### config.mk
export PLATFORM = sky130hd
export DESIGN_NAME = lin_frame_receiver_unit
export DESIGN_NICKNAME = d
export VERILOG_FILES = /design/src/design/lfr_pkg.sv /design/src/design/lin_frame_receiver_unit.sv /design/src/design/lfr_front.sv /design/src/design/lfr_cmd_fifo.sv /design/src/design/lfr_back.sv
export SDC_FILE = /design/constraint.sdc
export NUM_CORES = 1
export LEC_CHECK = 0
export ABC_AREA = 1
export BUFFER_PORTS_ARGS = -buffer_cell sky130_fd_sc_hd__clkbuf_2
export CAP_MARGIN = 10
export CORE_ASPECT_RATIO = 1.5
export CORE_UTILIZATION = 56
export CTS_CLUSTER_SIZE = 28
export DETAILED_ROUTE_END_ITERATION = 6
export PLACE_DENSITY = 0.78
export SLEW_MARGIN = 20
export SYNTH_ARGS = -nofsm -noshare
export SYNTH_HDL_FRONTEND = slang
export SYNTH_HIERARCHICAL = 1
export SYNTH_SLANG_ARGS = --single-unit
### constraint.sdc
create_clock -name i_clk -period 2.3 [get_ports i_clk]
set_input_delay 0.23 -clock i_clk [delete_from_list [all_inputs] [get_ports i_clk]]
set_output_delay 0.23 -clock i_clk [all_outputs]
set_load 0.005 [all_outputs]
### src/design/lfr_pkg.sv
// Shared types and constants of the LIN frame receiver.
package lfr_pkg;

    localparam int STORE_DEPTH = 16;
    localparam int IDX_W       = $clog2(STORE_DEPTH);
    localparam int CNT_W       = 4;
    localparam int QUEUE_DEPTH = 2;
    localparam int QPTR_W      = $clog2(QUEUE_DEPTH);

    localparam logic       REQ_BREAK    = 1'b0;
    localparam logic       REQ_BYTE     = 1'b1;
    localparam logic [1:0] DISCARD_INIT = 2'd2;
    localparam logic [7:0] BYTE_ONES    = 8'hFF;

    typedef enum logic [2:0] {
        PH_IDLE    = 3'd0,
        PH_DISCARD = 3'd1,
        PH_ID      = 3'd2,
        PH_DATA    = 3'd3,
        PH_CHECK   = 3'd4
    } t_phase;

    typedef enum logic [1:0] {
        BK_IDLE  = 2'd0,
        BK_FETCH = 2'd1,
        BK_LOAD  = 2'd2,
        BK_SEND  = 2'd3
    } t_back_state;

    // One finished frame, handed from the front to the back.
    typedef struct packed {
        logic [7:0]       frame_id;
        logic [CNT_W-1:0] count;
        logic             checksum_ok;
    } t_frame_cmd;

    // Write port of the data byte store.
    typedef struct packed {
        logic             en;
        logic [CNT_W-1:0] addr;
        logic [7:0]       data;
    } t_store_wr;

    // Status of the frame queue as seen by the front.
    typedef struct packed {
        logic empty;
        logic full;
        logic back_busy;
    } t_queue_status;

endpackage

### src/design/lin_frame_receiver_unit.sv
// LIN frame receiver with classic checksum: front, frame queue and back.
//
// Items are LIN line events: a break (tuser 0) or a received byte (tuser 1).
// After a break two bytes are dropped, the next is the identifier whose low
// nibble minus one gives the data byte count, and the byte after the data is
// checked against the inverted carry-around sum. The front takes one item per
// cycle; a data byte stalls while the back still emits an earlier frame from
// the shared 16-byte store or one waits in the queue, and a checksum byte
// stalls while the two-entry frame queue is full. The back emits one result
// at a time (store read, output load, handshake) and takes the next frame from
// the queue only once the last is taken; an empty frame gives one result.
// A new break restarts reception at any time; there are no timeouts.
module lin_frame_receiver_unit (
    input  logic        i_clk,
    input  logic        i_rst_n,
    input  logic        i_s_tvalid,
    output logic        o_s_tready,
    input  logic [7:0]  i_s_tdata,   // rx_byte
    input  logic [0:0]  i_s_tuser,   // req_type
    output logic        o_m_tvalid,
    input  logic        i_m_tready,
    output logic [23:0] o_m_tdata,   // frame_id, byte_index, data_byte, zero fill
    output logic [1:0]  o_m_tuser,   // has_data, checksum_ok
    output logic        o_m_tlast    // last
);

    lfr_pkg::t_queue_status status;
    lfr_pkg::t_store_wr     store_wr;
    lfr_pkg::t_frame_cmd    push_cmd;
    lfr_pkg::t_frame_cmd    head_cmd;
    logic                   push;
    logic                   pop;
    logic                   q_empty;
    logic                   q_full;
    logic                   back_busy;

    assign status.empty     = q_empty;
    assign status.full      = q_full;
    assign status.back_busy = back_busy;

    lfr_front u_front (
        .i_clk      (i_clk),
        .i_rst_n    (i_rst_n),
        .i_s_tvalid (i_s_tvalid),
        .o_s_tready (o_s_tready),
        .i_s_tdata  (i_s_tdata),
        .i_s_tuser  (i_s_tuser),
        .i_status   (status),
        .o_store_wr (store_wr),
        .o_push     (push),
        .o_cmd      (push_cmd)
    );

    lfr_cmd_fifo u_fifo (
        .i_clk   (i_clk),
        .i_rst_n (i_rst_n),
        .i_push  (push),
        .i_cmd   (push_cmd),
        .i_pop   (pop),
        .o_head  (head_cmd),
        .o_empty (q_empty),
        .o_full  (q_full)
    );

    lfr_back u_back (
        .i_clk      (i_clk),
        .i_rst_n    (i_rst_n),
        .i_store_wr (store_wr),
        .i_head     (head_cmd),
        .i_empty    (q_empty),
        .o_pop      (pop),
        .o_busy     (back_busy),
        .o_m_tvalid (o_m_tvalid),
        .i_m_tready (i_m_tready),
        .o_m_tdata  (o_m_tdata),
        .o_m_tuser  (o_m_tuser),
        .o_m_tlast  (o_m_tlast)
    );

endmodule

### src/design/lfr_front.sv
// Front end: tracks the LIN frame, stores data bytes, checks the checksum.
module lfr_front (
    input  logic                  i_clk,
    input  logic                  i_rst_n,
    input  logic                  i_s_tvalid,
    output logic                  o_s_tready,
    input  logic [7:0]            i_s_tdata,
    input  logic [0:0]            i_s_tuser,
    input  lfr_pkg::t_queue_status i_status,
    output lfr_pkg::t_store_wr    o_store_wr,
    output logic                  o_push,
    output lfr_pkg::t_frame_cmd   o_cmd
);

    lfr_pkg::t_phase              r_phase, n_phase;
    logic [1:0]                   r_discard, n_discard;
    logic [7:0]                   r_id, n_id;
    logic [lfr_pkg::CNT_W-1:0]    r_expected, n_expected;
    logic [lfr_pkg::CNT_W-1:0]    r_taken, n_taken;
    logic [7:0]                   r_sum, n_sum;

    logic                         is_byte;
    logic                         accept;
    logic [8:0]                   sum_wide;
    logic [lfr_pkg::CNT_W-1:0]    taken_inc;

    function automatic logic [lfr_pkg::CNT_W-1:0] data_count(
        input logic [lfr_pkg::CNT_W-1:0] expected
    );
        return (expected > lfr_pkg::CNT_W'(1)) ? expected - lfr_pkg::CNT_W'(1)
                                                : '0;
    endfunction

    assign is_byte   = (i_s_tuser[0] == lfr_pkg::REQ_BYTE);
    assign sum_wide  = {1'b0, r_sum} + {1'b0, i_s_tdata};
    assign taken_inc = r_taken + lfr_pkg::CNT_W'(1);

    // A data byte waits while the store still holds an earlier frame; a
    // checksum byte waits for room in the queue.
    always_comb begin
        o_s_tready = 1'b1;
        if (is_byte) begin
            if (r_phase == lfr_pkg::PH_DATA &&
                (i_status.back_busy || !i_status.empty)) begin
                o_s_tready = 1'b0;
            end else if (r_phase == lfr_pkg::PH_CHECK && i_status.full) begin
                o_s_tready = 1'b0;
            end
        end
    end

    assign accept = i_s_tvalid && o_s_tready;

    always_comb begin
        n_phase    = r_phase;
        n_discard  = r_discard;
        n_id       = r_id;
        n_expected = r_expected;
        n_taken    = r_taken;
        n_sum      = r_sum;
        o_store_wr = '0;
        o_push     = 1'b0;
        o_cmd.frame_id    = r_id;
        o_cmd.count       = r_taken;
        o_cmd.checksum_ok = (i_s_tdata == (lfr_pkg::BYTE_ONES - r_sum));
        if (accept) begin
            if (!is_byte) begin
                n_phase   = lfr_pkg::PH_DISCARD;
                n_discard = lfr_pkg::DISCARD_INIT;
                n_taken   = '0;
                n_sum     = '0;
            end else begin
                unique case (r_phase)
                    lfr_pkg::PH_IDLE: begin
                    end
                    lfr_pkg::PH_DISCARD: begin
                        if (r_discard != 2'd0) begin
                            n_discard = r_discard - 2'd1;
                        end
                        if (n_discard == 2'd0) begin
                            n_phase = lfr_pkg::PH_ID;
                        end
                    end
                    lfr_pkg::PH_ID: begin
                        n_id       = i_s_tdata;
                        n_expected = i_s_tdata[lfr_pkg::CNT_W-1:0];
                        n_taken    = '0;
                        n_sum      = '0;
                        n_phase    = (data_count(n_expected) == '0) ? lfr_pkg::PH_CHECK
                                                                     : lfr_pkg::PH_DATA;
                    end
                    lfr_pkg::PH_DATA: begin
                        o_store_wr.en   = 1'b1;
                        o_store_wr.addr = r_taken;
                        o_store_wr.data = i_s_tdata;
                        // Carry-around add: a carry out adds one back in.
                        n_sum   = sum_wide[8] ? sum_wide[7:0] + 8'd1 : sum_wide[7:0];
                        n_taken = taken_inc;
                        if (taken_inc >= data_count(r_expected)) begin
                            n_phase = lfr_pkg::PH_CHECK;
                        end
                    end
                    lfr_pkg::PH_CHECK: begin
                        o_push  = 1'b1;
                        n_phase = lfr_pkg::PH_IDLE;
                    end
                    default: begin
                        n_phase = lfr_pkg::PH_IDLE;
                    end
                endcase
            end
        end
    end

    always_ff @(posedge i_clk) begin
        if (!i_rst_n) begin
            r_phase    <= lfr_pkg::PH_IDLE;
            r_discard  <= '0;
            r_id       <= '0;
            r_expected <= '0;
            r_taken    <= '0;
            r_sum      <= '0;
        end else begin
            r_phase    <= n_phase;
            r_discard  <= n_discard;
            r_id       <= n_id;
            r_expected <= n_expected;
            r_taken    <= n_taken;
            r_sum      <= n_sum;
        end
    end

endmodule

### src/design/lfr_cmd_fifo.sv
// Short queue of finished frames between the front and the back.
module lfr_cmd_fifo (
    input  logic                i_clk,
    input  logic                i_rst_n,
    input  logic                i_push,
    input  lfr_pkg::t_frame_cmd i_cmd,
    input  logic                i_pop,
    output lfr_pkg::t_frame_cmd o_head,
    output logic                o_empty,
    output logic                o_full
);

    lfr_pkg::t_frame_cmd         r_mem [lfr_pkg::QUEUE_DEPTH];
    logic [lfr_pkg::QPTR_W-1:0]  r_wr_ptr;
    logic [lfr_pkg::QPTR_W-1:0]  r_rd_ptr;
    logic [lfr_pkg::QPTR_W:0]    r_fill;
    logic                        do_push;
    logic                        do_pop;

    assign o_empty = (r_fill == '0);
    assign o_full  = (r_fill == (lfr_pkg::QPTR_W+1)'(lfr_pkg::QUEUE_DEPTH));
    assign do_push = i_push && !o_full;
    assign do_pop  = i_pop && !o_empty;
    assign o_head  = r_mem[r_rd_ptr];

    always_ff @(posedge i_clk) begin
        if (do_push) begin
            r_mem[r_wr_ptr] <= i_cmd;
        end
    end

    always_ff @(posedge i_clk) begin
        if (!i_rst_n) begin
            r_wr_ptr <= '0;
            r_rd_ptr <= '0;
            r_fill   <= '0;
        end else begin
            if (do_push) begin
                r_wr_ptr <= r_wr_ptr + lfr_pkg::QPTR_W'(1);
            end
            if (do_pop) begin
                r_rd_ptr <= r_rd_ptr + lfr_pkg::QPTR_W'(1);
            end
            r_fill <= r_fill + (lfr_pkg::QPTR_W+1)'(do_push)
                             - (lfr_pkg::QPTR_W+1)'(do_pop);
        end
    end

endmodule

### src/design/lfr_back.sv
// Back end: holds the data byte store and emits the results of each frame.
module lfr_back (
    input  logic                i_clk,
    input  logic                i_rst_n,
    input  lfr_pkg::t_store_wr  i_store_wr,
    input  lfr_pkg::t_frame_cmd i_head,
    input  logic                i_empty,
    output logic                o_pop,
    output logic                o_busy,
    output logic                o_m_tvalid,
    input  logic                i_m_tready,
    output logic [23:0]         o_m_tdata,
    output logic [1:0]          o_m_tuser,
    output logic                o_m_tlast
);

    logic [7:0]                r_store [lfr_pkg::STORE_DEPTH];
    logic [7:0]                r_rd_data;

    lfr_pkg::t_back_state      r_state, n_state;
    lfr_pkg::t_frame_cmd       r_cmd, n_cmd;
    logic [lfr_pkg::CNT_W-1:0] r_k, n_k;
    logic                      r_valid, n_valid;
    logic                      n_load;
    logic                      has_data;
    logic                      is_last;
    logic [lfr_pkg::CNT_W-1:0] k_inc;

    logic [7:0]                r_frame_id;
    logic [lfr_pkg::CNT_W-1:0] r_index;
    logic [7:0]                r_data;
    logic                      r_has_data;
    logic                      r_ok;
    logic                      r_last;

    always_ff @(posedge i_clk) begin
        if (i_store_wr.en) begin
            r_store[lfr_pkg::IDX_W'(i_store_wr.addr)] <= i_store_wr.data;
        end
        r_rd_data <= r_store[lfr_pkg::IDX_W'(r_k)];
    end

    assign has_data = (r_cmd.count != '0);
    assign k_inc    = r_k + lfr_pkg::CNT_W'(1);
    assign is_last  = !has_data || (k_inc == r_cmd.count);
    assign o_busy   = (r_state != lfr_pkg::BK_IDLE);

    always_comb begin
        n_state = r_state;
        n_cmd   = r_cmd;
        n_k     = r_k;
        n_valid = r_valid;
        n_load  = 1'b0;
        o_pop   = 1'b0;
        unique case (r_state)
            lfr_pkg::BK_IDLE: begin
                if (!i_empty) begin
                    o_pop   = 1'b1;
                    n_cmd   = i_head;
                    n_k     = '0;
                    n_state = lfr_pkg::BK_FETCH;
                end
            end
            lfr_pkg::BK_FETCH: begin
                n_state = lfr_pkg::BK_LOAD;
            end
            lfr_pkg::BK_LOAD: begin
                n_load  = 1'b1;
                n_valid = 1'b1;
                n_state = lfr_pkg::BK_SEND;
            end
            lfr_pkg::BK_SEND: begin
                if (i_m_tready) begin
                    n_valid = 1'b0;
                    if (r_last) begin
                        n_state = lfr_pkg::BK_IDLE;
                    end else begin
                        n_k     = k_inc;
                        n_state = lfr_pkg::BK_FETCH;
                    end
                end
            end
            default: begin
                n_state = lfr_pkg::BK_IDLE;
            end
        endcase
    end

    always_ff @(posedge i_clk) begin
        if (!i_rst_n) begin
            r_state <= lfr_pkg::BK_IDLE;
            r_valid <= 1'b0;
            r_k     <= '0;
        end else begin
            r_state <= n_state;
            r_valid <= n_valid;
            r_k     <= n_k;
        end
    end

    always_ff @(posedge i_clk) begin
        r_cmd <= n_cmd;
        if (n_load) begin
            r_frame_id <= r_cmd.frame_id;
            r_index    <= has_data ? r_k : '0;
            r_data     <= (has_data && r_cmd.checksum_ok) ? r_rd_data : 8'd0;
            r_has_data <= has_data;
            r_ok       <= r_cmd.checksum_ok;
            r_last     <= is_last;
        end
    end

    assign o_m_tvalid = r_valid;
    assign o_m_tdata  = {4'd0, r_data, r_index, r_frame_id};
    assign o_m_tuser  = {r_ok, r_has_data};
    assign o_m_tlast  = r_last;

endmodule

==> results of run 1 <==
==> worst max-delay path by stage <==
| stage | from | endpoint | slack, ps | cells past startpoint |
|---|---|---|---|---|
| final | u_back/r_state[1]$_SDFFE_PN0P_ | u_back/r_store[9][6]$_DFFE_PP_ | 20 | 13 |
| after global routing | u_back/r_state[1]$_SDFFE_PN0P_ | u_back/r_store[9][6]$_DFFE_PP_ | -70 | 13 |
| after CTS | u_front/r_id[1]$_SDFFE_PN0P_ | u_front/r_phase[2]$_SDFFE_PN0P_ | 10 | 15 |
| after detailed placement | u_front/r_id[0]$_SDFFE_PN0P_ | u_front/r_phase[2]$_SDFFE_PN0P_ | -110 | 15 |
| after global placement | u_front/r_id[0]$_SDFFE_PN0P_ | u_front/r_phase[2]$_SDFFE_PN0P_ | 7 | 15 |
| after floorplan | u_back/r_state[0]$_SDFFE_PN0P_ | u_fifo/r_mem[0][0]$_DFFE_PP_ | 10 | 12 |
==> logic make-up (layout without fill, tap and decap cells) <==
| kind of cell | count (synthesis) | after routing |
|---|---|---|
| buffers and inverters | 216 | 298 |
| other | 1 | 4 |
| DFF | 235 | 235 |
| muxes | 13 | 13 |
| and+or+nand+nor | 499 | 499 |
| adders and majority gates | 26 | 26 |
| AOI/OAI and AO/OA | 74 | 74 |
| xor gates and xnor gates | 4 | 4 |
==> layer usage <==
layer / track usage / routed length, um / vias up
met5: 0 / 0 / -
met4: 0.1237 / 1204 / 0
met3: 0.03117 / 1295 / 80
met2: 0.4509 / 12440 / 299
met1: 0.2738 / 8649 / 3510
li1: - / - / 3615
==> placed cells by master (no fill, tap or decap), types with 3 or more instances in the layout <==
cell / count
dfxtp_1: 40
o21ai_0: 17
nand2_2: 6
nor2_4: 20
ha_2: 3
clkinv_1: 6
nor3_1: 5
nand4_1: 6
bufinv_16: 3
nor2_1: 58
nor2_2: 4
buf_4: 42
buf_12: 3
nand3_1: 123
inv_1: 167
o21ai_1: 4
mux2_4: 10
dfxtp_2: 4
edfxtp_1: 190
mux2_2: 3
o21ai_2: 4
a21oi_2: 5
clkbuf_1: 5
inv_2: 6
nand2_4: 3
clkbuf_2: 37
conb_1: 4
a21oi_1: 39
clkbuf_8: 3
nand2_1: 264
ha_1: 20
clkbuf_16: 21
==> metrics by stage <==
| step | setup WS, ps | power (mW) | hold slack (ps) |
|---|---|---|---|
| after CTS | 10.73 | 9.130 | 53.16 |
| after floorplan | 10.12 | 5.283 | 323.5 |
| final | 20.73 | 9.184 | 65.14 |
| after global routing | -72.54 | 9.474 | 56.44 |
| after detailed placement | -113.6 | 5.600 | 404.5 |
| after global placement | 6.950 | 5.559 | 404.1 |
==> registers in the layout, indices dropped and copies added, names as in the netlist, named ones only <==
register	cells
u_back/r_cmd	13
u_back/r_frame_id	8
u_back/r_has_data	1
u_fifo/r_fill	2
u_front/r_discard	2
u_back/r_k	4
u_back/r_state	2
u_fifo/r_rd_ptr	1
u_front/r_taken	4
u_back/r_index	4
u_front/r_phase	3
u_fifo/r_mem	26
u_back/o_m_tlast	1
u_front/r_sum	8
u_fifo/r_wr_ptr	1
u_front/r_id	8
u_back/r_data	8
u_back/r_store	128
u_back/r_ok	1
u_back/o_m_tvalid	1
u_back/r_rd_data	8
==> timing repair <==
action | in CTS | in global routing
gates resized for setup | 8 | 25
setup endpoints to repair | 59 | 136
hold buffers | 0 | 0
pin swaps | 4 | 13
setup buffers | 0 | 2
==> cell type report <==
type / count / area share
clock buffer: 29 / 0.04797
clock inverter: 9 / 0.01004
inverter: 178 / 0.05514
multi-input combinational: 620 / 0.2732
sequential: 235 / 0.5419
tap: 252 / 0.02583
timing repair buffer: 82 / 0.04592
==> power by group <==
| part | internal (mW) | switching [mW] | total (mW) | leakage (nW) |
|---|---|---|---|---|
| clock | 2.12 | 1.45 | 3.57 | 0.342 |
| combinational | 0.322 | 0.524 | 0.846 | 2.96 |
| sequential | 4.72 | 0.0538 | 4.77 | 1.94 |
==> critical path, stage by stage, from the launching register on <==
cell and delay [ps]:
dfxtp_2 330, inv_2 100, ha_4 170, inv_1 50, inv_1 60, nand2_1 60, nand2_2 70, and3_4 220
nand2_4 100, nor2_4 120, inv_1 90, nor2_1 170, nand2_4 140, nor2_4 270
==> results_dict.tcl, run 1 <==
set metrics [dict create \
    p_leak_nw 5.242 \
    synth_compound_area_frac 0.03923 \
    rsz0062_at_grt "true" \
    synth-simple-area-share 0.1984 \
    synth_seq_cells 235 \
    timing.final.hold_violations 0 \
    root_buffer "clkbuf_16" \
    layout.cells.non_filler 1405 \
    synth_xor_area_frac 0.003299 \
    clk_pin_slew_ps 60 \
    r2r_start "u_back/r_state[1]$_SDFFE_PN0P_" \
    ant_nets 0 \
    endpoint_kind "register" \
    r2r-end "u_back/r_store[9][6]$_DFFE_PP_" \
    synth-seq-area-share 0.6221 \
    cp.arrival_ps 2450 \
    max-slew-margin-rel 0.6168 \
    required_ps 2470 \
    detail_route.wirelength_mm 23.59 \
    initial_utilization 0.5726 \
    period_needed_ps 2279 \
    cts_made_buffers 21 \
    post-synth-top-count-cell "nand2_1" \
    area_growth_pct 14.95 \
    ir_drop_mv 1.005 \
    finalInstanceArea_sq_um 12210 \
    yosysUniqueCellTypes 43 \
    place_area_sq_um 11390 \
    drt_iter0_markers 526 \
    path_max_fanout 8 \
    cts.htree.levels 1 \
    min-delay-start "i_s_tuser" \
    setup_viol 0 \
    grt_start_max_net_pins 70 \
    finClkSkew_ps 22.94 \
    reg2reg_depth 13 \
    maxSlewViolCount 0 \
    dr.pass1.iters 5 \
    fin_util 0.6582 \
    drv_cap 0 \
    synth_top_family_by_area "simple AND/OR/NAND/NOR gates" \
    synth_edf_count 190 \
    ff_latch_area_sq_um 6615 \
    synthTopCellsByArea "edfxtp_1 (54%), nand2_1 (9.5%), dfxtp_1 (8.5%)" \
    async_reset_ff_frac 0 \
    antennaDiodeCount 0 \
    clk_latency_ps 500 \
    tritoncts "yes" \
    first_global_vias 7346 \
    start_kind "register" \
    drcViolationCount 0 \
    hpwlAfterDp_mm 15.62 \
    ios 42 \
    antenna_found_initial 0 \
    grt_overflow_total 0 \
    worst_slew_pin_slew_ps 571.3 \
    row_count 61 \
    dr_total_vias 7504 \
    yosys_warnings 6 \
    synth_area_per_cell_sq_um 9.944 \
    synth_top_area_cell "edfxtp_1" \
    via_per_inst 5.341 \
    r2r_setup_slack_ps 20 \
    grtUsageTotal 0.2443 \
    hold_end "u_front/r_discard[0]$_SDFFE_PN0P_" \
    clockBufferDepth 3 \
    die_w_um 114.4 \
    whs_path_depth 3 \
    wl_per_cell_um 16.79 \
    fp.dieArea_sq_um 19530 \
    grt_pass1_wl_mm 36.31 \
    die_h_um 170.7 \
    holdCritPathClass "input pin to register" \
    synth.cell_area_sq_um 10620 \
    synthTopCellsByCount "nand2_1 (270), edfxtp_1 (190), inv_1 (171)" \
    coreArea_sq_um 18550 \
    status "finished, final reports clean" \
    multi_input_area_sq_um 3336 \
    powerDensity_nw_per_um2 752.3 \
    io_buffers 37 \
    fill_cells 1364 \
    synthMuxAreaShare 0.01732 \
    setup_tns_ps 0 \
    placedCellCount 1365 \
    ys.flop_type "edfxtp_1" \
    gp_congestion 0.8917 \
    fmax_ghz 0.4387 \
    finalCritPeriodShare 0.9910 \
    yosysTopAreaCellShare 0.5372 \
    clock_sinks 235 \
    synthAdderAreaFrac 0.03134 \
    synth_cells 1068 \
    criticalPathCategory "register to register" \
    drive_above_1_share 0.1674 \
    nNetsFinal 1177 \
]
Note: power is estimated with default switching activity, not from simulation.
==> run 2: changes to the inputs <==
Settings changed: CORE_UTILIZATION 56 to 55, PLACE_DENSITY 0.78 to 0.77.
==> run 2 against run 1 <==
The run now ends with design-rule violations left; register-to-register slack improved by 60 ps; maximum frequency increased by 2.5%; non-clock buffer count fell by 2; clock power decreased by 3%; routed wire length fell by 2.6%; sequential power about the same; first-iteration DRC count grew 25%; power down 2.2%; critical endpoint is now u_back/r_store[9][1]$_DFFE_PP_; largest cell class unchanged.
==> results_dict.tcl, run 2 (synthesis results as in run 1) <==
set metrics [dict create \
    cts.htree.levels 1 \
    endpoint_kind "register" \
    ios 42 \
    cp_top_family "simple AND/OR/NAND/NOR gates" \
    start_kind "register" \
    detail_route.wirelength_mm 22.98 \
    power_frac_clock 0.385 \
    finalInstanceArea_sq_um 12250 \
    die_w_um 115.5 \
    finClkSkew_ps 10.75 \
    drcViolationCount 1 \
    setup_viol 0 \
    drive_above_1_share 0.1684 \
    ir_drop_mv 0.4989 \
    rsz0062_at_grt "true" \
    cp_slowest_stage_delay_ps 310 \
    cts_made_buffers 22 \
    worst_slew_pin_slew_ps 627.3 \
    clk_pin_slew_ps 60 \
    area_growth_pct 15.39 \
    first_global_vias 7397 \
    path_max_fanout 8 \
    holdCritPathClass "input pin to register" \
    ff_latch_area_sq_um 6609 \
    gp_congestion 0.9977 \
    die_h_um 172.2 \
    seqPwrFrac 0.531 \
    placedCellCount 1362 \
    root_buffer "clkbuf_16" \
    drt_iter0_markers 657 \
    antenna_found_initial 0 \
    regMostFlops "u_back/r_store" \
    ant_nets 0 \
    wl_per_cell_um 16.37 \
    clk_latency_ps 500 \
    place_area_sq_um 11440 \
    coreArea_sq_um 18700 \
    final_common_cell "nand2_1" \
    maxSlewViolCount 0 \
    powerDensity_nw_per_um2 733.2 \
    layout_common_cells "nand2_1 (261), edfxtp_1 (190), inv_1 (166), nand3_1 (123), nor2_1 (57)" \
    finalCritPeriodShare 0.9666 \
    violations "design-rule violations" \
    holdWs_ps 50.37 \
    switchingPower_mw 1.995 \
    fmax_ghz 0.4498 \
    cp_cell_sequence "inv_1 > ha_2 > inv_2 > inv_1 > nand2_1 > nand2_2 > and3_4 > nand2_4 > nor2_4 > inv_1 > nor2_1 > nand2_4 > nor2_4" \
    path_buf_inv 4 \
    p_int_mw 6.990 \
    timing.final.hold_violations 0 \
    layout.cells.non_filler 1404 \
    status "finished with violations" \
    max-slew-margin-rel 0.5792 \
    grt_overflow_total 0 \
    cts_hold_buf 0 \
    dr.pass1.iters 7 \
    grt_start_max_net_pins 68 \
    clock_sinks 235 \
    fin_ws_ps 76.81 \
    grtUsageTotal 0.2401 \
    antennaDiodeCount 0 \
    dp_slack_ps -104.8 \
    combPwrFrac 0.084 \
    swShare 0.2220 \
    fill_cells 1394 \
    hpwlAfterDp_mm 15.79 \
    criticalPathCategory "register to register" \
    required_ps 2480 \
    clockBufferDepth 3 \
    io_buffers 37 \
    p_leak_nw 5.241 \
    fp.dieArea_sq_um 19880 \
    dr_total_vias 7421 \
    row_count 61 \
    cp_slowest_cell "dfxtp_1" \
    via_per_inst 5.286 \
    multi_input_area_sq_um 3346 \
    nNetsFinal 1176 \
    cp.arrival_ps 2400 \
    period_needed_ps 2223 \
    initial_utilization 0.5679 \
    largest_reg_flops 128 \
    cp_common_cell "inv_1" \
    grt_pass1_wl_mm 36.16 \
    tritoncts "yes" \
    reg.largest.list "u_back/r_store x128, u_fifo/r_mem x26, u_back/r_cmd x13" \
    drv_cap 0 \
]
-- run 2: changes by cell type in the layout (fill, tap and decap cells not counted), moves of 2 or more --
cell | previous run | this run
clkbuf_8 | 3 | 1
buf_4 | 42 | 34
nand2_2 | 6 | 9
clkbuf_16 | 21 | 23
buf_12 | 3 | 9
dfxtp_2 | 4 | 2
nand2_1 | 264 | 261
dfxtp_1 | 40 | 43
clkinv_2 | 1 | 4
bufinv_16 | 3 | 1
-- run 2: metal layers --
| layer | share of wire | global-route usage | vias up |
|---|---|---|---|
| met3 | 0.058 | 0.03750 | 74 |
| met5 | 0 | 0 | - |
| met4 | 0.045 | 0.1270 | 0 |
| met2 | 0.53 | 0.4350 | 265 |
| li1 | - | - | 3613 |
| met1 | 0.37 | 0.2685 | 3469 |
-- run 2: what timing repair did --
action / 4_1_cts / 5_1_grt
pin swaps: 2 / 13
endpoints found under the setup margin: 60 / 134
buffers inserted: 0 / 3
resized for setup: 6 / 27
-- run 2: worst paths after layout --
kind                                        from                        endpoint  slack [ps]  depth (start not counted)
setup reg to reg  u_back/r_state[1]$_SDFFE_PN0P_  u_back/r_store[9][1]$_DFFE_PP_          80                         13
hold / removal                        i_m_tready  u_back/o_m_tvalid$_SDFFE_PN0P_          50                          4
hold reg to reg        u_back/r_cmd[5]$_DFFE_PP_  u_back/r_frame_id[0]$_DFFE_PP_         420                          0
setup / recovery  u_back/r_state[1]$_SDFFE_PN0P_  u_back/r_store[9][1]$_DFFE_PP_          80                         13
-- run 2: area by class of cell --
cell class                 count  share of cell area
clock inverter                10            0.006535
clock buffer                  29             0.04962
sequential                   235              0.5393
tap                          252             0.02573
inverter                     178             0.05514
multi-input combinational    620              0.2730
timing repair buffer          80             0.05064
-- run 2: through the flow --
step,utilization,power [mW],TNS [ps]
finish,0.6553,8.985,0
global route,0.6553,9.301,-2909
CTS,0.6496,9.005,0
detailed placement,0.6120,5.584,-1093
global placement,0.6120,5.560,0
floorplan,-,5.283,0
-- run 2: worst min-delay path: stages --
cell and delay [ps]:
clkbuf_2 90, nand2_1 60, a22oi_1 60, nor2_1 80
-- run 2: power groups by stage --
stage | combinational, mW | clock, mW | sequential [mW]
2_1_floorplan | 0.416 | 0 | 4.87
3_3_place_gp | 0.706 | 0 | 4.85
3_5_place_dp | 0.724 | 0 | 4.86
4_1_cts | 0.736 | 3.50 | 4.77
5_1_grt | 0.849 | 3.67 | 4.78
6_report | 0.756 | 3.46 | 4.77
